File: src/hdl/met_div_cell.sv
// ----------------------------------------------------------------------------
// met_div_cell
// One cell of the brightness divider chain: settles one quotient bit.
// ----------------------------------------------------------------------------
module met_div_cell #(
    parameter int RW    = 21,
    parameter int LW    = 13,
    parameter int SHIFT = 7
) (
    input  logic          clk,
    input  logic          rst_n,
    input  logic          adv,
    input  logic          in_v,
    input  logic [RW-1:0] in_rem,
    input  logic [LW-1:0] in_lim,
    input  logic [7:0]    in_q,
    input  logic [11:0]   in_last,
    input  logic          in_inset,
    output logic          out_v,
    output logic [RW-1:0] out_rem,
    output logic [LW-1:0] out_lim,
    output logic [7:0]    out_q,
    output logic [11:0]   out_last,
    output logic          out_inset
);

    logic          v_reg;
    logic [RW-1:0] rem_reg, rem_next;
    logic [LW-1:0] lim_reg;
    logic [7:0]    q_reg, q_next;
    logic [11:0]  last_reg;
    logic          inset_reg;
    logic [RW-1:0] divisor;
    logic          fits;

    // restoring step against the shifted limit
    always_comb
    begin
        divisor  = RW'(in_lim) << SHIFT;
        fits     = (in_rem >= divisor);
        rem_next = fits ? (in_rem - divisor) : in_rem;
        q_next   = in_q | (fits ? (8'd1 << SHIFT) : 8'd0);
    end

    always_ff @(posedge clk or negedge rst_n)
    begin
        if (!rst_n)
        begin
            v_reg <= 1'b0;
        end
        else if (adv)
        begin
            v_reg <= in_v;
        end
    end

    always_ff @(posedge clk)
    begin
        if (adv)
        begin
            rem_reg   <= rem_next;
            lim_reg   <= in_lim;
            q_reg     <= q_next;
            last_reg  <= in_last;
            inset_reg <= in_inset;
        end
    end

    assign out_v     = v_reg;
    assign out_rem   = rem_reg;
    assign out_lim   = lim_reg;
    assign out_q     = q_reg;
    assign out_last  = last_reg;
    assign out_inset = inset_reg;

endmodule

File: config.mk
export PLATFORM = sky130hd
export DESIGN_NAME = met_div_cell
export DESIGN_NICKNAME = d
export VERILOG_FILES = /design/src/hdl/met_div_cell.sv
export SDC_FILE = /design/constraint.sdc
export NUM_CORES = 1
export LEC_CHECK = 0
export BUFFER_PORTS_ARGS = -buffer_cell sky130_fd_sc_hd__buf_2
export CAP_MARGIN = 5
export CELL_PAD_IN_SITES_DETAIL_PLACEMENT = 2
export CELL_PAD_IN_SITES_GLOBAL_PLACEMENT = 2
export CORE_AREA = 4 4 116 96
export DETAILED_ROUTE_END_ITERATION = 16
export DIE_AREA = 0 0 120 100
export HOLD_SLACK_MARGIN = 0.06
export PLACE_DENSITY = 0.86
export SLEW_MARGIN = 20
export SYNTH_ARGS = -nofsm -noshare
export SYNTH_HDL_FRONTEND = slang
export SYNTH_SLANG_ARGS = --single-unit
File: constraint.sdc
create_clock -name clk -period 0.8 [get_ports clk]
set_input_delay 0.08 -clock clk [delete_from_list [all_inputs] [get_ports clk]]
set_output_delay 0.08 -clock clk [all_outputs]
set_load 0.02 [all_outputs]
# Word-level counts from Yosys, hierarchy flattened
# Cells that the tools add are included.
[totals]
ff_bits = 56
out_inout_bits = 56
inputBits = 59
elab_cells = 11
[classes]
addsub = 1
mux = 2
bitwise_logic = 1
n_lt_le_gt_ge = 1
[ops]
columns = ["operator", "count"]
rows = [
  ["$ge A21 B20 Y1", 1],
  ["$mux W21", 1],
  ["$sub A21 B20 Y21", 1],
  ["$mux W8", 1],
  ["$or A8 B8 Y8", 1],
]

# Depth between registers and ports, before layout
[logic_depth]
ltp_word = 3
depth_mapped = 11
depth_no_buf = 10

# Least setup slack after synthesis
# No wires, ideal clock.
[synth_timing]
path_type = "input -> register"
startpoint = "input port in_rem[7]"
endpoint = "register q_reg[7], in the netlist out_q[7] (data pin)"
t_arrival_ns = 1.993
cell_stages = 10
path_slack_ns = -1.455
required_time_ns = 0.538
setup_ns = 0.262
cell_sequence = "inv_1 > ha_1 > inv_1 > fa_1 > a211oi_1 > o21ai_0 > a21oi_1 > o211ai_2 > buf_6 > or2_2"
[synth_via]
elab_chain_cells = 3
[synth_lines]
columns = ["element", "line_no", "text"]
rows = [
  ["start, declared", "14", "input logic [RW-1:0] in_rem,"],
  ["$ge A21 B20 Y1", "40", "fits = (in_rem >= divisor);"],
  ["$mux W8", "42", "q_next = in_q | (fits ? (8'd1 << SHIFT) : 8'd0);"],
  ["$or A8 B8 Y8", "42", ""],
  ["named net q_next[7]", "30", "logic [7:0] q_reg, q_next;"],
  ["end signal, assigned", "63", "q_reg <= q_next;"],
  ["end, declared", "30", ""],
]
# The timed path passes the listed nets, and every way through them passes these cells.
# A chain may end at the register's enable or synchronous reset.

# Worst setup path in the final report
[layout_timing]
startpoint = "input port in_rem[7]"
endpoint = "register rem_reg[15], in the netlist out_rem[15] (data pin)"
[layout_via]
elab_chain_cells = 2
word_cells_on_any_way = 3
[layout_lines]
columns = ["element", "line_no", "text"]
rows = [
  ["$sub A21 B20 Y21 / $ge A21 B20 Y1 (equally long branches)", "41, 40", ""],
  ["$mux W21 (*)", "41", "rem_next = fits ? (in_rem - divisor) : in_rem;"],
  ["named net rem_next[15]", "28", "logic [RW-1:0] rem_reg, rem_next;"],
  ["end signal, assigned", "61", "rem_reg <= rem_next;"],
  ["end, declared", "28", ""],
]
# Mark *: on every way through the listed nets, which the timed path passes. The rest lies on a longest branch.

==> impl_metrics.tcl <==
set metrics [dict create \
    run_status "complete, but fails checks" \
    violations "negative setup slack" \
    grt_usage_pct 20.1 \
    chipHeight_microns 100 \
    post-route-util_pct 48.1 \
    crit_arrival_ns 2.34 \
    synth_warnings 0 \
    first_pass_grt_wire_length_microns 17900 \
    tritoncts_clock_tree "built" \
    core_region_area_sq_um 10000 \
    floorplan.die.width_microns 120 \
    synthCells 189 \
    drt.antenna.violating_nets 0 \
    num_antenna_cells 0 \
    first_pass_iters 4 \
    detailroute.via_count 2563 \
    synthesis.area_sq_um 2560 \
    slew_headroom_pct 59.6 \
    initial_core_util_pct 25.5 \
    stdcell_count 537 \
    place.detailed.hpwl_microns 7110 \
    route.detailed.drc 0 \
    clkLatencyLatePin_ns 0.31 \
    final.period_utilization_pct 285 \
    fp.dieArea_sq_um 12000 \
    cellPowerDensity_nw_per_um2 1940 \
    synth_enable_flop_cells 55 \
    timing.final.setup_violations 72 \
    clkTransAtPathRegs_ns 0.08 \
    final_max_slew_viol_count 0 \
    std_cell_rows 33 \
    syn-mean-instance-area_sq_um 13.6 \
    period_minus_slack_ns 2.28 \
    totalWireLength_microns 14200 \
    synthArstFlopShare_pct 1.79 \
    totalNegativeSetupSlack_ns -28.42 \
    timing.critical_path.fanout_max 2 \
    area.growth.synth_to_final_pct 88.6 \
    initialDrtViolationCount 220 \
    place.gp.congestion 0.833 \
    synthXorXnorAreaFrac_pct 3.08 \
    holdWs_ns 0.0671 \
    timing.critical_path.from_type "primary input" \
    worst_slack_ns -1.48 \
    cap_violations 0 \
    report.power.total_uw 9370 \
    postSynthRegisterBits 56 \
    cellLeakagePower_uw 0.00206 \
    worst_clock_skew_ns 0 \
    grt_setup_unrepaired "yes" \
    worst_ep_required_time_ns 0.85 \
    dp.cells 479 \
    synth.lib_cells_used.distinct 35 \
    synthFlopType "sky130_fd_sc_hd__edfxtp_1" \
    main_combinational_cell_family_by_area_after_synthesis "compound AO/OA/AOI/OAI gates" \
    synthMuxAreaShare_pct 1.76 \
    grt_overflow_total 0 \
    fillCellCount 967 \
    initial_antenna_violation_count 0 \
    min_path_type "primary input to asynchronous set/reset pin" \
    layout.nets 469 \
    tritoncts.num_buffers 5 \
    synth_simple_gate_area_share_pct 7.91 \
    port_buffers 114 \
    cts-root-buf "sky130_fd_sc_hd__clkbuf_16" \
    synth-adder-area-share_pct 7.13 \
    post_drt_wl_per_cell_microns 26.4 \
    tightestPinTransition_ns 0.599 \
    max_clock_freq_mhz 438 \
    cts_htree_levels 2 \
    setup.worst_path.class "primary input to flop" \
    clock_tree_buffer_depth 2 \
    endpoint_kind "flop" \
    seq_area_frac_synth_pct 65.5 \
    synth_nets 262 \
    final_hold_viol_count 0 \
    final_layout_size_suffix_gt1_share_pct 52.9 \
    maximum_number_of_pins_on_one_net_before_global_route_repair 28 \
    synth_compound_area_share_pct 11.0 \
    floorplan.io_pins 115 \
    detail_route.vias_per_cell 4.77 \
    irDropWorstVdd_v 0.000935 \
    first_global_vias 2931 \
    cts.sinks 56 \
]
-- state kept, by name, indices dropped and copies added, names as in the netlist --
name / flops
out_v: 1
out_q: 8
out_rem: 21
out_inset: 1
out_lim: 13
out_last: 12
-- worst max-delay path, stage by stage --
cell and delay, ns:
sky130_fd_sc_hd__buf_12 0.11, sky130_fd_sc_hd__inv_12 0.05, sky130_fd_sc_hd__ha_4 0.13, sky130_fd_sc_hd__inv_2 0.03, sky130_fd_sc_hd__fa_2 0.38, sky130_fd_sc_hd__a211oi_4 0.37
sky130_fd_sc_hd__nor2_2 0.13, sky130_fd_sc_hd__o21a_1 0.25, sky130_fd_sc_hd__o41a_1 0.36, sky130_fd_sc_hd__xor2_1 0.16, sky130_fd_sc_hd__mux2_4 0.27
-- layout by cell type, fill, tap and decap left out, types with 3 or more instances in the layout --
cell type	netlist	layout
sky130_fd_sc_hd__a21o_1	4	4
sky130_fd_sc_hd__nand3_1	5	4
sky130_fd_sc_hd__buf_2	2	62
sky130_fd_sc_hd__inv_1	16	13
sky130_fd_sc_hd__o21ai_0	9	5
sky130_fd_sc_hd__ha_1	13	8
sky130_fd_sc_hd__a21oi_1	15	8
sky130_fd_sc_hd__xnor2_1	4	4
sky130_fd_sc_hd__clkbuf_16	0	5
sky130_fd_sc_hd__a21oi_2	0	6
sky130_fd_sc_hd__buf_6	2	56
sky130_fd_sc_hd__dlygate4sd3_1	0	42
sky130_fd_sc_hd__nor3_1	4	4
sky130_fd_sc_hd__xor2_1	5	5
sky130_fd_sc_hd__nor2_1	18	8
sky130_fd_sc_hd__ha_4	0	4
sky130_fd_sc_hd__edfxtp_1	55	55
sky130_fd_sc_hd__buf_4	0	41
sky130_fd_sc_hd__nor2_2	0	3
sky130_fd_sc_hd__o21ai_1	0	3
sky130_fd_sc_hd__mux2_4	0	4
sky130_fd_sc_hd__o21a_1	5	5
sky130_fd_sc_hd__nor2_4	0	7
sky130_fd_sc_hd__nand2_1	4	4
-- per-layer routing --
layer / GRT usage, % / up-vias / wire length [microns]
li1: - / 1122 / -
met1: 22.6 / 1307 / 5680
met2: 37.5 / 118 / 7330
met3: 5.18 / 16 / 881
met4: 5.81 / 0 / 286
met5: 0 / - / 0
-- cell usage after synthesis, types with 2 or more instances --
| cell | count | area [sq um] |
|---|---|---|
| sky130_fd_sc_hd__a211oi_1 | 3 | 22.5 |
| sky130_fd_sc_hd__a21o_1 | 4 | 30.0 |
| sky130_fd_sc_hd__a21oi_1 | 15 | 75.1 |
| sky130_fd_sc_hd__buf_2 | 2 | 10.0 |
| sky130_fd_sc_hd__buf_6 | 2 | 22.5 |
| sky130_fd_sc_hd__edfxtp_1 | 55 | 1650 |
| sky130_fd_sc_hd__ha_1 | 13 | 163 |
| sky130_fd_sc_hd__inv_1 | 16 | 60.1 |
| sky130_fd_sc_hd__mux2_2 | 4 | 45.0 |
| sky130_fd_sc_hd__nand2_1 | 4 | 15.0 |
| sky130_fd_sc_hd__nand3_1 | 5 | 25.0 |
| sky130_fd_sc_hd__nand4_1 | 2 | 12.5 |
| sky130_fd_sc_hd__nor2_1 | 18 | 67.6 |
| sky130_fd_sc_hd__nor2b_1 | 2 | 12.5 |
| sky130_fd_sc_hd__nor3_1 | 4 | 20.0 |
| sky130_fd_sc_hd__o2111ai_1 | 2 | 17.5 |
| sky130_fd_sc_hd__o21a_1 | 5 | 37.5 |
| sky130_fd_sc_hd__o21ai_0 | 9 | 45.0 |
| sky130_fd_sc_hd__xnor2_1 | 4 | 35.0 |
| sky130_fd_sc_hd__xor2_1 | 5 | 43.8 |
-- worst paths after layout --
check	from	end	slack (ns)	depth (start not counted)
max in group asynchronous	rst_n	out_v	0.64	2
worst max-delay path	in_rem[7]	out_rem[15]	-1.48	11
worst min register to register	out_v	out_v	0.65	2
worst min-delay path	rst_n	out_v	0.07	2
min in group clk	in_q[7]	out_q[7]	0.07	2
worst max register to register	out_v	out_v	-0.12	2
-- through the flow --
step	instance area, sq um	setup WS (ns)
floorplan	2630	-1.21
finish	4830	-1.48
detailed placement	3650	-1.49
CTS	4600	-1.11
global placement	3650	-1.44
global route	4830	-1.50
-- cell families (layout without fill, tap and decap cells) --
| logic type | after synthesis | after routing |
|---|---|---|
| buffers and inverters | 20 | 227 |
| AO/OA/AOI/OAI | 44 | 45 |
| flip-flops | 56 | 56 |
| AND/OR/NAND/NOR | 42 | 42 |
| adder cells (fa/ha/maj) | 14 | 14 |
| XOR/XNOR | 9 | 9 |
| multiplexers | 4 | 4 |
-- area by class of cell --
cell class                      count  area [sq um]  share of cell area [%]
Clock buffer                        6           129                    2.67
Multi-Input combinational cell    114          1030                    21.3
Sequential cell                    56          1680                    34.7
Timing Repair Buffer              203          1710                    35.4
Tap cell                          140           175                    3.63
Inverter                           16          72.6                    1.50
Clock inverter                      2          38.8                   0.803
-- power by group --
part	internal, uW	switching, uW
clock	1500	1190
combinational	1400	1520
sequential	3580	177
total	6470	2890
-- repair_timing --
item | 4_1_cts | 5_1_grt
hold endpoints to repair | 43 | 2
gates resized for setup | 94 | 61
pin swaps | 11 | 5
hold buffers | 41 | 1
setup buffers | 6 | 2
cloned | 1 | 0
endpoints found under the setup margin | 71 | 72
No activity file was read; power rests on OpenSTA's default activity.
